## src/hdl/pbs_pkg.sv

```systemverilog
// ----------------------------------------------------------------------------
// Power button sequencer package
// Phase codes, register indexes, reset values and field positions shared by
// the sequencer and its checker.
// ----------------------------------------------------------------------------
package pbs_pkg;

    // Sequencer phase.
    typedef enum logic [1:0] {
        PH_OFF      = 2'd0,
        PH_POWERING = 2'd1,
        PH_ON       = 2'd2,
        PH_HELD     = 2'd3
    } t_phase;

    // Configuration register indexes.
    localparam logic REG_LONG_PRESS_POLLS = 1'b0;
    localparam logic REG_BLINK_DIVIDE     = 1'b1;

    // Register widths and reset values.
    localparam int unsigned CFG_WIDTH         = 8;
    localparam logic [7:0]  LONG_PRESS_RESET  = 8'd30;
    localparam logic [7:0]  BLINK_DIVIDE_RESET = 8'd2;

    // Bit positions in the input beat.
    localparam int unsigned IN_SWITCH  = 0;
    localparam int unsigned IN_CONFIRM = 1;
    localparam int unsigned IN_POLL    = 2;
    localparam int unsigned IN_BLINK   = 3;

    // Bit positions in the result beat.
    localparam int unsigned OUT_POWER_EN_N = 0;
    localparam int unsigned OUT_LED        = 1;
    localparam int unsigned OUT_REQUEST    = 2;
    localparam int unsigned OUT_POWERED    = 3;

    // One result beat.
    typedef struct packed {
        logic powered;
        logic shutdown_request;
        logic led_on;
        logic power_enable_n;
    } t_result;

endpackage

```

## src/hdl/power_button_sequencer_top.sv

```systemverilog
// ----------------------------------------------------------------------------
// Power button sequencer
// Turns sampled push switch levels, host confirmations and timer ticks into
// power enable, LED and shutdown request levels, one result per time step.
// ----------------------------------------------------------------------------
//
//  Channel   Direction  Beat contents (lowest bit first)
//  s_axis    in         button_down, poweroff_confirm, poll_tick, blink_tick
//  m_axis    out        power_enable_n, led_on, shutdown_request, powered
//  cfg       in         index 0 long_press_polls, index 1 blink_divide
//
// Each beat updates the phase machine and its two counters in the cycle it is
// accepted, and the result is registered for output.
// A beat can be accepted every cycle while the skid register is empty.
// A two-entry output buffer (result register plus skid register) keeps input
// flowing while a result waits; s_axis stalls only when both are full.
// Reset is synchronous and active low; it restores the register defaults and
// the off phase, and empties the output buffer.
//
module power_button_sequencer_top
    import pbs_pkg::*;
#(
    parameter int unsigned COUNT_WIDTH = 8
) (
    input  logic                 i_clk,
    input  logic                 i_rst_n,
    // Input beats.
    input  logic                 i_s_axis_tvalid,
    output logic                 o_s_axis_tready,
    // [0] button_down, [1] poweroff_confirm, [2] poll_tick, [3] blink_tick,
    // [7:4] zero
    input  logic [7:0]           i_s_axis_tdata,
    // Result beats.
    output logic                 o_m_axis_tvalid,
    input  logic                 i_m_axis_tready,
    // [0] power_enable_n, [1] led_on, [2] shutdown_request, [3] powered,
    // [7:4] zero
    output logic [7:0]           o_m_axis_tdata,
    // Configuration writes.
    input  logic                 i_cfg_we,
    input  logic                 i_cfg_index,
    input  logic [CFG_WIDTH-1:0] i_cfg_data
);

    localparam int unsigned CW = COUNT_WIDTH;

    // Configuration registers.
    logic [CFG_WIDTH-1:0] r_long_press_polls;
    logic [CFG_WIDTH-1:0] r_blink_divide;

    // Sequencer state.
    t_phase        r_phase, n_phase;
    logic [CW-1:0] r_press_remaining, n_press_remaining;
    logic [CW-1:0] r_blink_counter, n_blink_counter;
    logic          r_blink_phase, n_blink_phase;
    logic          r_blink_active, n_blink_active;
    logic          r_led_level, n_led_level;
    logic          r_request_level, n_request_level;
    logic          r_power_on_flag, n_power_on_flag;

    // Output buffer.
    t_result r_out, r_skid, n_result;
    logic    r_out_valid, r_skid_valid;

    // Registers cut to the counter width.
    logic [CW+CFG_WIDTH-1:0] long_press_ext, blink_divide_ext;
    logic [CW-1:0]           long_press_cut, blink_divide_cut;
    logic [CW-1:0]           blink_counter_inc;

    logic sw, confirm, poll, blink;
    logic in_fire, out_fire;

    assign sw      = i_s_axis_tdata[IN_SWITCH];
    assign confirm = i_s_axis_tdata[IN_CONFIRM];
    assign poll    = i_s_axis_tdata[IN_POLL];
    assign blink   = i_s_axis_tdata[IN_BLINK];

    assign long_press_ext   = {{CW{1'b0}}, r_long_press_polls};
    assign blink_divide_ext = {{CW{1'b0}}, r_blink_divide};
    assign long_press_cut   = long_press_ext[CW-1:0];
    assign blink_divide_cut = blink_divide_ext[CW-1:0];
    assign blink_counter_inc = r_blink_counter + {{(CW-1){1'b0}}, 1'b1};

    assign o_s_axis_tready = !r_skid_valid;
    assign in_fire         = i_s_axis_tvalid && o_s_axis_tready;
    assign out_fire        = r_out_valid && i_m_axis_tready;

    // Configuration writes; an index beyond the list cannot be encoded.
    always_ff @(posedge i_clk) begin
        if (!i_rst_n) begin
            r_long_press_polls <= LONG_PRESS_RESET;
            r_blink_divide     <= BLINK_DIVIDE_RESET;
        end else if (i_cfg_we) begin
            case (i_cfg_index)
                REG_LONG_PRESS_POLLS: r_long_press_polls <= i_cfg_data;
                REG_BLINK_DIVIDE:     r_blink_divide     <= i_cfg_data;
                default: ;
            endcase
        end
    end

    // Next state and result for the beat on the input.
    always_comb begin
        n_phase           = r_phase;
        n_press_remaining = r_press_remaining;
        n_blink_counter   = r_blink_counter;
        n_blink_phase     = r_blink_phase;
        n_blink_active    = r_blink_active;
        n_led_level       = r_led_level;
        n_request_level   = r_request_level;
        n_power_on_flag   = r_power_on_flag;

        case (r_phase)
            PH_OFF: begin
                if (sw) begin
                    n_led_level = 1'b1;
                    n_phase     = PH_POWERING;
                end
            end
            PH_POWERING: begin
                if (!sw) begin
                    n_power_on_flag = 1'b1;
                    n_phase         = PH_ON;
                end
            end
            PH_ON: begin
                if (sw) begin
                    // A press raises the request and starts the blink pattern.
                    n_request_level   = 1'b1;
                    n_led_level       = 1'b1;
                    n_blink_counter   = '0;
                    n_blink_phase     = 1'b1;
                    n_blink_active    = 1'b1;
                    n_press_remaining = long_press_cut;
                    n_phase           = PH_HELD;
                end else if (confirm) begin
                    n_power_on_flag   = 1'b0;
                    n_led_level       = 1'b0;
                    n_request_level   = 1'b0;
                    n_blink_active    = 1'b0;
                    n_blink_phase     = 1'b0;
                    n_blink_counter   = '0;
                    n_press_remaining = '0;
                    n_phase           = PH_OFF;
                end else if (blink && r_blink_active) begin
                    if (blink_counter_inc == blink_divide_cut) begin
                        n_blink_counter = '0;
                        n_request_level = !r_blink_phase;
                        n_led_level     = !r_blink_phase;
                        n_blink_phase   = !r_blink_phase;
                    end else begin
                        n_blink_counter = blink_counter_inc;
                    end
                end
            end
            default: begin
                // Held press: count polls down, force power off; release exits.
                if (sw) begin
                    if (poll) begin
                        if (r_press_remaining != '0) begin
                            n_press_remaining = r_press_remaining - {{(CW-1){1'b0}}, 1'b1};
                        end else if (r_power_on_flag) begin
                            n_power_on_flag   = 1'b0;
                            n_led_level       = 1'b0;
                            n_request_level   = 1'b0;
                            n_blink_active    = 1'b0;
                            n_blink_phase     = 1'b0;
                            n_blink_counter   = '0;
                        end
                    end
                end else if (confirm || !r_power_on_flag) begin
                    n_power_on_flag   = 1'b0;
                    n_led_level       = 1'b0;
                    n_request_level   = 1'b0;
                    n_blink_active    = 1'b0;
                    n_blink_phase     = 1'b0;
                    n_blink_counter   = '0;
                    n_press_remaining = '0;
                    n_phase           = PH_OFF;
                end else begin
                    n_phase = PH_ON;
                end
            end
        endcase

        n_result.power_enable_n   = !((n_phase == PH_POWERING) || n_power_on_flag);
        n_result.led_on           = n_led_level;
        n_result.shutdown_request = n_request_level;
        n_result.powered          = n_power_on_flag;
    end

    // State registers advance once per accepted beat.
    always_ff @(posedge i_clk) begin
        if (!i_rst_n) begin
            r_phase           <= PH_OFF;
            r_press_remaining <= '0;
            r_blink_counter   <= '0;
            r_blink_phase     <= 1'b0;
            r_blink_active    <= 1'b0;
            r_led_level       <= 1'b0;
            r_request_level   <= 1'b0;
            r_power_on_flag   <= 1'b0;
        end else if (in_fire) begin
            r_phase           <= n_phase;
            r_press_remaining <= n_press_remaining;
            r_blink_counter   <= n_blink_counter;
            r_blink_phase     <= n_blink_phase;
            r_blink_active    <= n_blink_active;
            r_led_level       <= n_led_level;
            r_request_level   <= n_request_level;
            r_power_on_flag   <= n_power_on_flag;
        end
    end

    // Output buffer: the skid register catches a result while the output stalls.
    always_ff @(posedge i_clk) begin
        if (!i_rst_n) begin
            r_out_valid  <= 1'b0;
            r_skid_valid <= 1'b0;
        end else if (r_skid_valid) begin
            if (out_fire) begin
                r_skid_valid <= 1'b0;
            end
        end else if (in_fire) begin
            if (r_out_valid && !out_fire) begin
                r_skid_valid <= 1'b1;
            end else begin
                r_out_valid <= 1'b1;
            end
        end else if (out_fire) begin
            r_out_valid <= 1'b0;
        end
    end

    // Payload of the output buffer.
    always_ff @(posedge i_clk) begin
        if (r_skid_valid) begin
            if (out_fire) begin
                r_out <= r_skid;
            end
        end else if (in_fire) begin
            if (r_out_valid && !out_fire) begin
                r_skid <= n_result;
            end else begin
                r_out <= n_result;
            end
        end
    end

    assign o_m_axis_tvalid = r_out_valid;
    assign o_m_axis_tdata  = {4'b0000, r_out};

endmodule

```

## config.mk

```make
export PLATFORM = sky130hd
export DESIGN_NAME = power_button_sequencer_top
export DESIGN_NICKNAME = d
export VERILOG_FILES = /design/src/hdl/pbs_pkg.sv /design/src/hdl/power_button_sequencer_top.sv
export SDC_FILE = /design/constraint.sdc
export NUM_CORES = 1
export LEC_CHECK = 0
export ABC_AREA = 1
export BUFFER_PORTS_ARGS = -buffer_cell sky130_fd_sc_hd__buf_4
export CORE_MARGIN = 2
export CORE_UTILIZATION = 50
export CTS_CLUSTER_SIZE = 30
export DETAILED_ROUTE_END_ITERATION = 8
export PLACE_DENSITY = 0.73
export SLEW_MARGIN = 5
export SYNTH_ARGS = -nofsm -noshare
export SYNTH_HDL_FRONTEND = slang
export SYNTH_SLANG_ARGS = --single-unit
```

## constraint.sdc

```tcl
create_clock -name i_clk -period 1.77 [get_ports i_clk]
set_input_delay 0.2655 -clock i_clk [delete_from_list [all_inputs] [get_ports i_clk]]
set_output_delay 0.2655 -clock i_clk [all_outputs]
set_load 0.005 [all_outputs]
```

======== After elaboration in Yosys (flattened, before gate mapping) ========
Index checks and enable logic that the tools add are counted.
word-level totals
  register bits ........................... 49
  bits of input ports ..................... 22
  logic and storage cells ................. 141
operators by class
  add/subtract/negate cells ............... 2
  eq/ne operators ......................... 14
  muxes and demuxes ....................... 76
  bitwise gates (word level) .............. 3
  reductions and logical operators ........ 26
operators with widths
  cell                   count
  $mux W8                14
  $mux W1                44
  $pmux W8 S2            2
  $mux W4                4
  $reduce_and A7 Y1      2
  $mux W2                6
  $ne A3 B1 Y1 const B   3
  $reduce_and A3 Y1      3
  $add A8 B1 Y8 const B  1
  $eq A8 B8 Y1           1
  $ne A4 B4 Y1 const B   2
  $reduce_and A8 Y1      1
  $reduce_bool A8 Y1     1
  $sub A8 B1 Y8 const B  1
  $pmux W1 S2            3
  $pmux W1 S3            2
  $pmux W2 S3            1
  $reduce_and A6 Y1      1
  $logic_not A1 Y1       5
  $eq A2 B1 Y1 const B   2
  $logic_and A1 B1 Y1    4
  $ne A2 B2 Y1 const B   2
  $reduce_and A2 Y1      2
  $reduce_bool A2 Y1     2
  other kinds (9)        12

======== Depth between registers and ports, before layout ========
Gate-level depths: netlist of run 1.
  depth after elaboration ................. 11
  mapped depth ............................ 19
  gate-level depth less buffers ........... 19

======== Worst setup path before layout of run 1 ========
No wires, ideal clock.
  kind .................................... reg2reg
  start point ............................. register r_blink_counter[0]
  end point ............................... register r_out, in the netlist o_m_axis_tdata[1], data pin
  setup time .............................. 252 ps
  data arrival time ....................... 1,640 ps
  setup slack ............................. -123 ps
  cell stages (with the launch flop) ...... 20
  clock period less this slack ............ 1,893 ps
  path through ............................ dfxtp_1 ha_1 nand2_1 clkinv_1 nand2_1 nand2_1 nand2_1 nand2_1 nor2_2 nand2_2 nor2_4 nand3_1 nand2_1 nand2_1 nand2_1 nand2_1 nand2_2 nand2_2 nand2_1 nand2_1
between the ends
  longest elaborated chain between the ends .. 10
ends and longest elaborated chain
  element                 line                               RTL
  start, declared         power_button_sequencer_top.sv:54   logic [CW-1:0] r_blink_counter, n_blink_counter;
  start signal, assigned  power_button_sequencer_top.sv:206  r_blink_counter <= n_blink_counter;
  $add A8 B1 Y8           power_button_sequencer_top.sv:82   assign blink_counter_inc = r_blink_counter + {{(CW-1){1'b0}}, 1'b1};
  $eq A8 B8 Y1            power_button_sequencer_top.sv:146  if (blink_counter_inc == blink_divide_cut) begin
  $mux W1                 power_button_sequencer_top.sv:146
  $mux W1                 power_button_sequencer_top.sv:145  end else if (blink && r_blink_active) begin
  $mux W1                 power_button_sequencer_top.sv:136  end else if (confirm) begin
  $mux W1                 power_button_sequencer_top.sv:127  if (sw) begin
  $pmux W1 S3             power_button_sequencer_top.sv:113  case (r_phase)
  net n_led_level         power_button_sequencer_top.sv:57   logic r_led_level, n_led_level;
  $mux W4                 power_button_sequencer_top.sv:242  if (r_out_valid && !out_fire) begin
  $mux W4                 power_button_sequencer_top.sv:241  end else if (in_fire) begin
  $mux W4                 power_button_sequencer_top.sv:237  if (r_skid_valid) begin
  end signal, assigned    power_button_sequencer_top.sv:239  r_out <= r_skid;
  end signal, assigned    power_button_sequencer_top.sv:245  r_out <= n_result;
  end, declared           power_button_sequencer_top.sv:62   t_result r_out, r_skid, n_result;
The timed path passes the listed nets, and every way through them passes these cells. The select of a mux whose other input is x is not followed.
A chain may end at the register's enable or synchronous reset.

======== Worst setup path after layout of run 1 ========
Ends and elaborated chain as after synthesis.

==> impl_results.md, run 1 <==
* Layout Cells excl Fill at 489
* Die area at approximately 5800 um2
* Xor/xnor share of the synthesized area at 1.002%
* DRT antenna net count at 0
* Starting Density at 51.65%
* Fin Setup TNS at -974.1 ps
* Largest net degree at the start of global routing at 24
* Max_cap viols at 0
* Fin. max-slew vios at 0
* Pre-antenna DRT Iters at 4
* Vias in the first global route at around 2,300
* Drt wl/cell at around 13 um
* CP dominant cell by count: nand2_1
* Cell Chain, Critical Path: ha_4, nand3_4, nand2_2, nand2_1, nand2_1, nand2_1, nor2_2, nand2_2, nor2_4, nand3_2, nand2_1, nand2_1, nand2_1, nand2_1, nand2_2, nand2_2, nand2_2, nand2_1
* Final Cycle Share at 111.9%
* Post-synthesis cell area at 2621 um2
* WL final at 6.119 mm
* Slowest cell on the critical path: dfxtp_4
* Hold depth at 3
* Total Routing Usage GR at 21.02%
* Path type of the worst min-delay path: input pin to flop
* #FFs+latches synth at 49
* PortBufs at 23
* Clk_lat worst skew at roughly 300 ps
* Via count at 2,524
* Post-Synth Simple-Gate Area at 30.26%
* Most frequent cells in the layout: 64 x nand2_1, 50 x buf_4, 42 x inv_1, 38 x nor2_1, 37 x dfxtp_1
* Stages on worst setup path at 18
* Crit path largest cell delay at 380 ps
* Worst setup margin at -211.2 ps
* Top delay family on crit path: simple AND/OR/NAND/NOR gates
* Via-to-Cell Ratio at 5.162
* CTS tree: yes
* Std cell rows at 26
* Clk_skew at 5.347 ps
* Worst Path Buf+Inv at 0
* Relative slew slack at 65.33%
* Max VDD drop at 494.8 uV
* Tightest Pin Transition at 518.1 ps
* RSZ-0062 raised after global routing: yes
* Worst Setup End Kind: flop
* CTS Buf Count at 5
* Final Util at roughly two thirds
* Layout area overhead at 26.01%
* Share of the yosys chip area belonging to registers at 40.48%
* Pleak at 1.428 nW
* Die width at 76.41 um
* Core ar. at 5075 um2
* Power Density at 742.7 nW/um2
* ANT cells at 0
* Complex-gate fraction of the synthesized area at roughly 17%
* CTS H-tree depth at 2
* Worst R2R Setup Slack at -210 ps
* Gate Count Post-Synth at 368
* Fmax at 0.5047 GHz
* Cell variety after synth at 38
* GP Congestion at approximately 0.87
* Bufs on Longest Clock Path at 2
* Finish-stage setup viols at 7
* Arr. time, crit path at 2040 ps
* DRC viols at 0
* Clock sinks at 49
* Syn avg cell area at 7.123 um2
* Final net count at 443
* Required @ worst endpoint at 1830 ps
* Largest family of logic cells by synthesized area: simple AND/OR/NAND/NOR gates
* Ports at 32
* Synth Area in Adders at 1.432%
* Placed instance count at 476
* Synth warn at 0
* Root Driver: clkbuf_8
* DIE HEIGHT at 76.41 um
* Post-route minimum period at 1981 ps
* Grt total ovfl at 0
* Crit Path Class: flop to flop
* Final Hold Viols at 0
* DP Wirelength at 4.384 mm
* First-pass GRT wire length at 10.09 mm
* Worst setup SP type: flop
* Initial antenna violation count at 0
* Reg clk slew, reported paths at 90 ps
* Leading cell type in the layout, fill and taps excluded: nand2_1
* Reg2Reg Depth at 18
* DRT iter0 DRCs at 133
* Failing checks: setup timing
* Multiplexer share of the synthesized area at 0%
* Status: finished, violations left
* Layout cells sized above 1 at 28.64%
* Max Fanout on Critical Path at 4
==> kinds of logic after synthesis <==
kind of cell	Yosys count
and+or+nand+nor	173
DFF	49
adders and majority gates	3
xor gates and xnor gates	3
other	1
buffers and inverters	62
AOI/OAI and AO/OA	77
==> final timing paths <==
kind | start | to
hold / removal | i_cfg_data[1] | blink_divide_cut[1]
setup / recovery | r_blink_counter[0] | o_m_axis_tdata[1]
setup reg to reg | r_blink_counter[0] | o_m_axis_tdata[1]
hold reg to reg | long_press_cut[3] | long_press_cut[3]
==> cell usage after synthesis <==
library cell	instances	share of area, %
a311oi_1	1	0.33
nand4_1	7	1.7
ha_1	3	1.4
o21ai_0	20	3.8
a22oi_1	1	0.29
o22ai_1	2	0.48
buf_2	2	0.38
nand3_1	22	4.2
buf_4	5	1.4
a21oi_1	30	5.7
nor2_4	3	1.3
a211oi_1	6	1.7
o31ai_1	1	0.29
xor2_1	2	0.67
a221oi_1	4	1.3
dfxtp_1	41	31
nor4_1	1	0.24
o21ai_1	5	0.95
inv_1	43	6.2
edfxtp_1	8	9.2
nand2_1	73	10
xnor2_1	1	0.33
nor2_1	40	5.7
conb_1	1	0.14
nand2_2	14	3.3
nor3_1	4	0.76
or2_2	1	0.24
a31oi_1	4	0.95
inv_2	5	0.72
and2_1	1	0.24
a32oi_1	1	0.33
nand3_2	1	0.38
o21ai_2	2	0.67
nor2_2	4	0.95
nor3_2	2	0.76
clkinv_1	2	0.29
inv_4	1	0.24
clkbuf_1	4	0.57
==> final cells by class <==
cell class	instances	area [um2]
Clock buffer	6	72.57
Clock inverter	2	33.78
Fill cell	461	1772
Inverter	51	203.9
Multi-Input combinational cell	261	1456
Sequential cell	49	1074
Tap cell	70	87.58
Timing Repair Buffer	50	375.4
==> registers in the layout, indices dropped and copies added, names as in the netlist, 2 cells and up <==
register,cells
r_phase,2
r_press_remaining,8
o_m_axis_tdata,4
r_skid,4
blink_divide_cut,8
r_blink_counter,8
long_press_cut,8
==> routing by layer <==
metal	global-route usage, %	share of wire (%)
met4	6.545	1.1
met3	3.555	3.4
met1	27.33	47
met2	35.66	49
met5	0	0
==> timing repair <==
action                                  4_1_cts  5_1_grt
setup buffers                                 1        3
resized for setup                             4       32
gates cloned                                  0        1
hold buffers                                  0        0
pin swaps                                     6       14
endpoints found under the setup margin        7       26
==> through the flow <==
step           hold slack, ps  power (mW)  setup WS [ps]  instance area (um2)
2_1_floorplan           378.7       1.518         -8.934                 2661
3_3_place_gp            451.5       1.655         -128.6                 3032
3_5_place_dp            448.7       1.667         -173.6                 3032
4_1_cts                 167.5       2.449         -191.2                 3158
5_1_grt                 175.8       2.582         -359.9                 3303
6_report                168.7       2.453         -211.2                 3303
==> where the power goes <==
group,internal (mW),total (mW),switching (mW)
Clock,0.417,0.781,0.364
Sequential,1.19,1.23,0.0377
Combinational,0.183,0.442,0.259
Total,1.79,2.45,0.660
==> worst reg2reg max path, delay by kind of cell (launching register included) <==
family / cells / cell delay, ps
fa+ha+maj: 1 / 180
flops: 1 / 380
simple gates: 17 / 1180
Power figures use the tool's default switching activity.
==> run 2: changes to the inputs <==
==> constraint.sdc (replaced) <==
create_clock -name i_clk -period 1.77 [get_ports i_clk]
set_input_delay 0.0885 -clock i_clk [delete_from_list [all_inputs] [get_ports i_clk]]
set_output_delay 0.0885 -clock i_clk [all_outputs]
set_load 0.005 [all_outputs]
==> run 2 against run 1 <==
Compared with the run above:
- core utilization is 1.8 points higher
- critical path type unchanged
- power rose by 5.3%
- die area stayed put
- final cell count up 1.8%
- register-to-register slack got worse by 30 ps
- clock power is 16% higher
- design area is 2.7% higher
- via count grew 2.6%
- the flow still finishes with violations (setup timing)
==> impl_results.md, run 2 (synthesized netlist as in run 1, its figures left out) <==
* Worst setup SP type: flop
* Fmax at 0.4977 GHz (-1.4%)
* Met2 wire len at 3.236 mm (+8.6%)
* ANT cells at 0 (unchanged)
* DRT iter0 DRCs at 169 (+27%)
* First-pass GRT wire length at 11.01 mm (+9.0%)
* Reg power frac at 47.6% (-2.5 points)
* CTS H-tree depth at 2 (unchanged)
* Clk_lat worst skew at 300 ps (about the same)
* WL met1 at 2.901 mm (+1.3%)
* Crit Path Class: flop to flop
* Failing checks: setup timing
* Finish-stage setup viols at 8 (+1)
* Required @ worst endpoint at 1840 ps (about the same)
* Die width at 76.41 um (unchanged)
* DRT antenna net count at 0 (unchanged)
* Ports at 32 (unchanged)
* Layout Cells excl Fill at 498 (+1.8%)
* Pre-antenna DRT Iters at 5 (+1)
* Place WS at -181.6 ps (-7.989 ps)
* Path type of the worst min-delay path: input pin to flop
* Relative slew slack at 64.72% (-0.61 points)
* Layout cells sized above 1 at 29.67% (+1.0 points)
* DIE HEIGHT at 76.41 um (unchanged)
* Via count at 2,589 (+2.6%)
* Layout fillers at 451 (-2.2%)
* Max VDD drop at 473.5 uV (-4.3%)
* Most frequent cells in the layout: 66 x nand2_1, 56 x buf_4, 43 x inv_1, 37 x nor2_1, 37 x dfxtp_1
* DP Wirelength at 4.610 mm (+5.2%)
* Comb power frac at 17.3% (-0.7 points)
* Drt wl/cell at 13.01 um (+4.0%)
* Clock sinks at 49 (unchanged)
* Via-to-Cell Ratio at 5.199 (+0.72%)
* Power Density at 761.6 nW/um2 (+2.5%)
* Fin. max-slew vios at 0 (unchanged)
* GP Congestion at 0.9004 (+3.0%)
* Vias in the first global route at 2,456 (+5.2%)
* Root Driver: clkbuf_8
* Reg2Reg Depth at 17 (-1)
* Core ar. at 5075 um2 (unchanged)
* Hold depth at 3 (unchanged)
* Die area at 5838 um2 (unchanged)
* Clk_skew at 8.997 ps (+3.650 ps)
* Tightest Pin Transition at 527.2 ps (+9.175 ps)
* Max Fanout on Critical Path at 4 (unchanged)
* Placed instance count at 482 (+1.3%)
* Arr. time, crit path at 2080 ps (+40 ps)
* Met3 Routed Length at 277 um (+34%)
* Max_cap viols at 0 (unchanged)
* Total Routing Usage GR at 22.63% (+1.6 points)
* RSZ-0062 raised after global routing: yes
* WL final at 6.478 mm (+5.9%)
* Sw Pwr at 683.4 uW (+3.6%)
* Final Cycle Share at 113.5% (+1.6 points)
* Switching share of power at 26.45% (-0.45 points)
* Std cell rows at 26 (unchanged)
* CTS tree: yes
* Power Internal at 1.901 mW (+6.0%)
* Layout area overhead at 29.45%
* Leading cell type in the layout, fill and taps excluded: nand2_1
* PortBufs at 23 (unchanged)
* DR top layer: met4
* Largest net degree at the start of global routing at 24 (unchanged)
* Status: finished, violations left
* Pleak at 1.505 nW (+5.4%)
* Final net count at 452 (+2.0%)
* Final Hold Viols at 0 (unchanged)
* Starting Density at 51.65% (unchanged)
* Reg clk slew, reported paths at 100 ps (about the same)
* CTS Buf Count at 5 (unchanged)
* Worst setup margin at -239.4 ps (-28.21 ps)
* Post-route minimum period at 2009 ps (+28.21 ps)
* Initial antenna violation count at 0 (unchanged)
* Clock share of power at 35.1% (+3.3 points)
* Grt total ovfl at 0 (unchanged)
* Bufs on Longest Clock Path at 2 (unchanged)
* Worst Setup End Kind: flop
* Fin Setup TNS at -1135 ps (-160.9 ps)
* DRC viols at 0 (unchanged)
run 2: layer usage:
metal	vias to the layer above	global-route usage, %
li1	1330	-
met1	1189	29.22
met2	64	38.58
met3	6	4.028
met4	0	6.909
met5	-	0
run 2: area by class of cell:
cell class | count | area (um2) | area share, %
sequential | 49 | 1071 | 31.56
tap | 70 | 87.58 | 2.581
timing repair buffer | 60 | 461.7 | 13.61
clock buffer | 6 | 93.84 | 2.765
inverter | 51 | 198.9 | 5.863
multi-input combinational | 260 | 1441 | 42.48
clock inverter | 2 | 38.79 | 1.143
run 2: worst max-delay path: stages (launching register included):
cell and delay (ps):
dfxtp_4 370, ha_4 180, nand2_4 90, inv_4 40
o21ai_1 130, nand2_1 80, nor2_1 90, nand2_1 120
nor2_4 130, nand3_2 90, nand2_1 60, nand2_1 40
nand2_1 60, nand2_1 60, nand2_2 70, nand2_2 60
nand2_1 50, nand2_1 40
run 2: through the flow:
stage	area, um2	util, %	hold WS, ps	total power [mW]
finish	3393	66.86	12.30	2.584
global placement	3077	60.63	307.2	1.671
global route	3393	66.86	17.64	2.717
floorplan	2661	-	201.7	1.518
detailed placement	3077	60.63	307.4	1.681
CTS	3279	64.62	1.057	2.594
run 2: power groups by stage:
stage          registers, mW  clock network [mW]  logic, mW
6_report                1.23               0.906      0.448
5_1_grt                 1.24               0.972      0.507
4_1_cts                 1.23               0.929      0.435
3_5_place_dp            1.26                   0      0.424
3_3_place_gp            1.26                   0      0.415
2_1_floorplan           1.25                   0      0.268
run 2: final timing paths:
kind,start,endpoint,slack [ps]
setup / recovery,r_blink_counter[0],o_m_axis_tdata[1],-240
hold / removal,i_cfg_data[4],long_press_cut[4],10
setup reg to reg,r_blink_counter[0],o_m_axis_tdata[1],-240
hold reg to reg,long_press_cut[3],long_press_cut[3],470
run 2: repair_timing:
action	in CTS	in global routing
cloned	0	0
hold endpoints to repair	3	0
hold buffers	3	0
setup buffers	3	2
pin swaps	2	10
setup endpoints to repair	14	24
gates resized for setup	5	27
==> run 3: changes to the inputs <==
- ABC_AREA: 1 -> unset
==> run 3 against run 2 <==
Compared with the run above:
- the run still ends with setup timing left
- fmax down 19%
- sequential share of layout area decreased by 4.6 points
- synthesized cell count decreased by 6.3%
- core utilization increased by 7.2 points
- die area increased by 6.2%
- first-iteration DRC count increased by 17%
- design area grew 19%
- critical endpoint is now o_m_axis_tdata[2]
==> impl_results.md, run 3 <==
* Status: finished, violations left
* Failing checks: setup timing
* Cell variety after synth at 56 (+47%)
* Worst Setup End Kind: flop
* DIE HEIGHT at 78.74 um (+3.0%)
* GRT Max-Usage Layer: met2
* Sw Pwr at 621.0 uW (-9.1%)
* Synth area leaders: dfxtp_1 29%, edfxtp_1 8.6%, a21oi_1 7.7%
* Share of flip-flops with an asynchronous set or reset at 0% (unchanged)
* Std cell rows at 27 (+3.8%)
* Final net count at 453 (+0.22%)
* Most numerous cell in the Yosys netlist: nand2_1
* Clock sinks at 49 (unchanged)
* Post-synthesis cell area at 2793 um2 (+6.5%)
* Worst setup margin at -699.8 ps (-460.3 ps)
* Final Hold Viols at 0 (unchanged)
* DRC viols at 0 (unchanged)
* Dominant synthesized flop cell: dfxtp_1
* Ports at 32 (unchanged)
* CTS tree: yes
* Total power at 2.318 mW (-10%)
* Synth warn at 0 (unchanged)
* Root Driver: clkbuf_8
* Final Cell Area at 4026 um2 (+19%)
* Clk_lat worst skew at 310 ps (about the same)
* Met3 usage at 4.318% (+0.29 points)
* Pre-antenna DRT Iters at 4 (-1)
* DRT iter0 DRCs at 197 (+17%)
* Required @ worst endpoint at 1840 ps (about the same)
* Most frequent cells in the layout: 87 x buf_4, 48 x nand2_1, 34 x a21oi_1, 31 x dfxtp_1, 19 x nand3_1
* Post-synth EDFFs at 8 (unchanged)
* Layout area overhead at 44.18%
* Grt total ovfl at 0 (unchanged)
* Clk_skew at 8.012 ps (-0.9851 ps)
* Cell Chain, Critical Path: nand3_4, or3_4, a2111o_1, a2111oi_4, buf_4, mux2i_1, o21ai_1, a22o_1
* Layout cells sized above 1 at 42.42% (+13 points)
* Placed Instance Area at 3486 um2 (+13%)
* Finish-stage setup viols at 16 (+8)
* Syn avg cell area at 8.095 um2 (+14%)
* Pleak at 1.569 nW (+4.2%)
* Power Density at 575.6 nW/um2 (-24%)
* Fin. max-slew vios at 0 (unchanged)
* Initial antenna violation count at 0 (unchanged)
* DP Wirelength at 5.098 mm (+11%)
* Gate Count Post-Synth at 345 (-6.3%)
* Synth top cells by count: 53 x nand2_1, 43 x a21oi_1, 41 x dfxtp_1
* Core ar. at 5439 um2 (+7.2%)
* Max VDD drop at 546.6 uV (+15%)
* #FFs+latches synth at 49 (unchanged)
* Bufs on Longest Clock Path at 2 (unchanged)
* Layout Cells excl Fill at 501 (+0.60%)
* Reg power frac at 51.4% (+3.8 points)
* Die area at 6199 um2 (+6.2%)
* Largest net degree at the start of global routing at 24 (unchanged)
* Switching share of power at 26.80% (+0.35 points)
* Crit path largest cell delay at 430 ps (+60 ps)
* Power Internal at 1.697 mW (-11%)
* Crit Path Class: flop to flop
* Starting Density at 51.35% (-0.31 points)
* CTS H-tree depth at 2 (unchanged)
* Clock share of power at 33.9% (-1.2 points)
* DRT antenna net count at 0 (unchanged)
* Final Cycle Share at 139.5% (+26 points)
* PortBufs at 23 (unchanged)
* Slowest cell on the critical path: a2111o_1
* Drt wl/cell at 15.80 um (+21%)
* Worst Path Buf+Inv at 1 (unchanged)
* First-pass GRT wire length at 12.73 mm (+16%)
* Reg clk slew, reported paths at 100 ps (about the same)
* RSZ-0062 raised after global routing: yes
* Max Fanout on Critical Path at 4 (unchanged)
* M2 GR Usage at 44.19% (+5.6 points)
* Placed instance count at 475 (-1.5%)
* Comb power frac at 14.7% (-2.6 points)
* GR Util met1 at 32.37% (+3.1 points)
* ANT cells at 0 (unchanged)
* CTS Buf Count at 5 (unchanged)
* Arr. time, crit path at 2540 ps (+460 ps)
* GP Congestion at 0.9212 (+2.3%)
* Total Routing Usage GR at 25.62% (+3.0 points)
* Max_cap viols at 0 (unchanged)
* Share of the yosys chip area belonging to registers at 37.99% (-2.5 points)
* Worst setup SP type: flop
* Post-route minimum period at 2470 ps (+460.3 ps)
* WL final at 7.916 mm (+22%)
* Fin Setup TNS at -9180 ps (-8045 ps)
* Largest area contributor in the synthesized netlist: dfxtp_1
* Vias in the first global route at 2,738 (+11%)
* Path type of the worst min-delay path: input pin to flop
* Fmax at 0.4049 GHz (-19%)
* Leading cell type in the layout, fill and taps excluded: buf_4
* Via count at 2,919 (+13%)
* Die width at 78.74 um (+3.0%)
* Top delay family on crit path: compound AO/OA/AOI/OAI gates
* Via-to-Cell Ratio at 5.826 (+12%)
* Top cell type's share of synthesized area at 29.39% (-1.9 points)
## run 3: area by class of cell
class | instances | area [um2]
repair buffers | 100 | 798.3
well taps | 72 | 90.09
fillers | 380 | 1413
multi-input cells | 262 | 1903
inverters | 10 | 37.54
flip-flops and latches | 49 | 1086
clock inverters | 2 | 17.52
clock buffers | 6 | 93.84
## run 3: stage by stage
step | hold WS (ps) | setup slack, ps | util [%]
6_report | 10.12 | -699.8 | 74.03
4_1_cts | 6.535 | -626.8 | 69.43
3_3_place_gp | 285.0 | -606.0 | 64.09
2_1_floorplan | 188.6 | -673.9 | -
3_5_place_dp | 287.9 | -713.7 | 64.09
5_1_grt | 2.715 | -855.4 | 74.03
## run 3: path summary, 6_finish.rpt
check | cells past startpoint | from | slack (ps) | to
worst max-delay path | 8 | r_blink_counter[1] | -700 | o_m_axis_tdata[2]
worst min-delay path | 3 | i_cfg_data[1] | 10 | long_press_cut[1]
worst min register to register | 2 | long_press_cut[6] | 470 | long_press_cut[6]
worst max register to register | 8 | r_blink_counter[1] | -700 | o_m_axis_tdata[2]
## run 3: tightest hold or removal path, cell delays in order
cell	delay, ps
buf_4	90
nand2_1	40
nand3_1	60
## run 3: metal layers
layer  wire [um]  part of all wire [%]
met1        3372                    43
met5           0                     0
met4         132                   1.7
met2        4054                    51
met3         357                   4.5
## run 3: repair_timing
action	CTS	global route
hold buffers	1	0
gates resized for setup	29	42
endpoints found under the setup margin	21	26
endpoints found under the hold margin	1	0
cloned	2	0
setup buffers	7	9
pin swaps	10	28
## run 3: cell families after synthesis
kind of cell | Yosys count | synth area share, %
AOI/OAI and AO/OA | 97 | 22.63
muxes | 5 | 1.926
and+or+nand+nor | 143 | 25.76
other | 1 | 0.1343
buffers and inverters | 38 | 7.393
DFF | 49 | 37.99
adders and majority gates | 3 | 1.344
xor gates and xnor gates | 9 | 2.823
## run 3: power groups by stage
stage / Clock, mW / Combinational, mW / Sequential, mW
floorplan: 0 / 0.175 / 1.22
global placement: 0 / 0.286 / 1.22
detailed placement: 0 / 0.292 / 1.22
CTS: 0.800 / 0.308 / 1.19
global route: 0.848 / 0.371 / 1.20
finish: 0.786 / 0.341 / 1.19
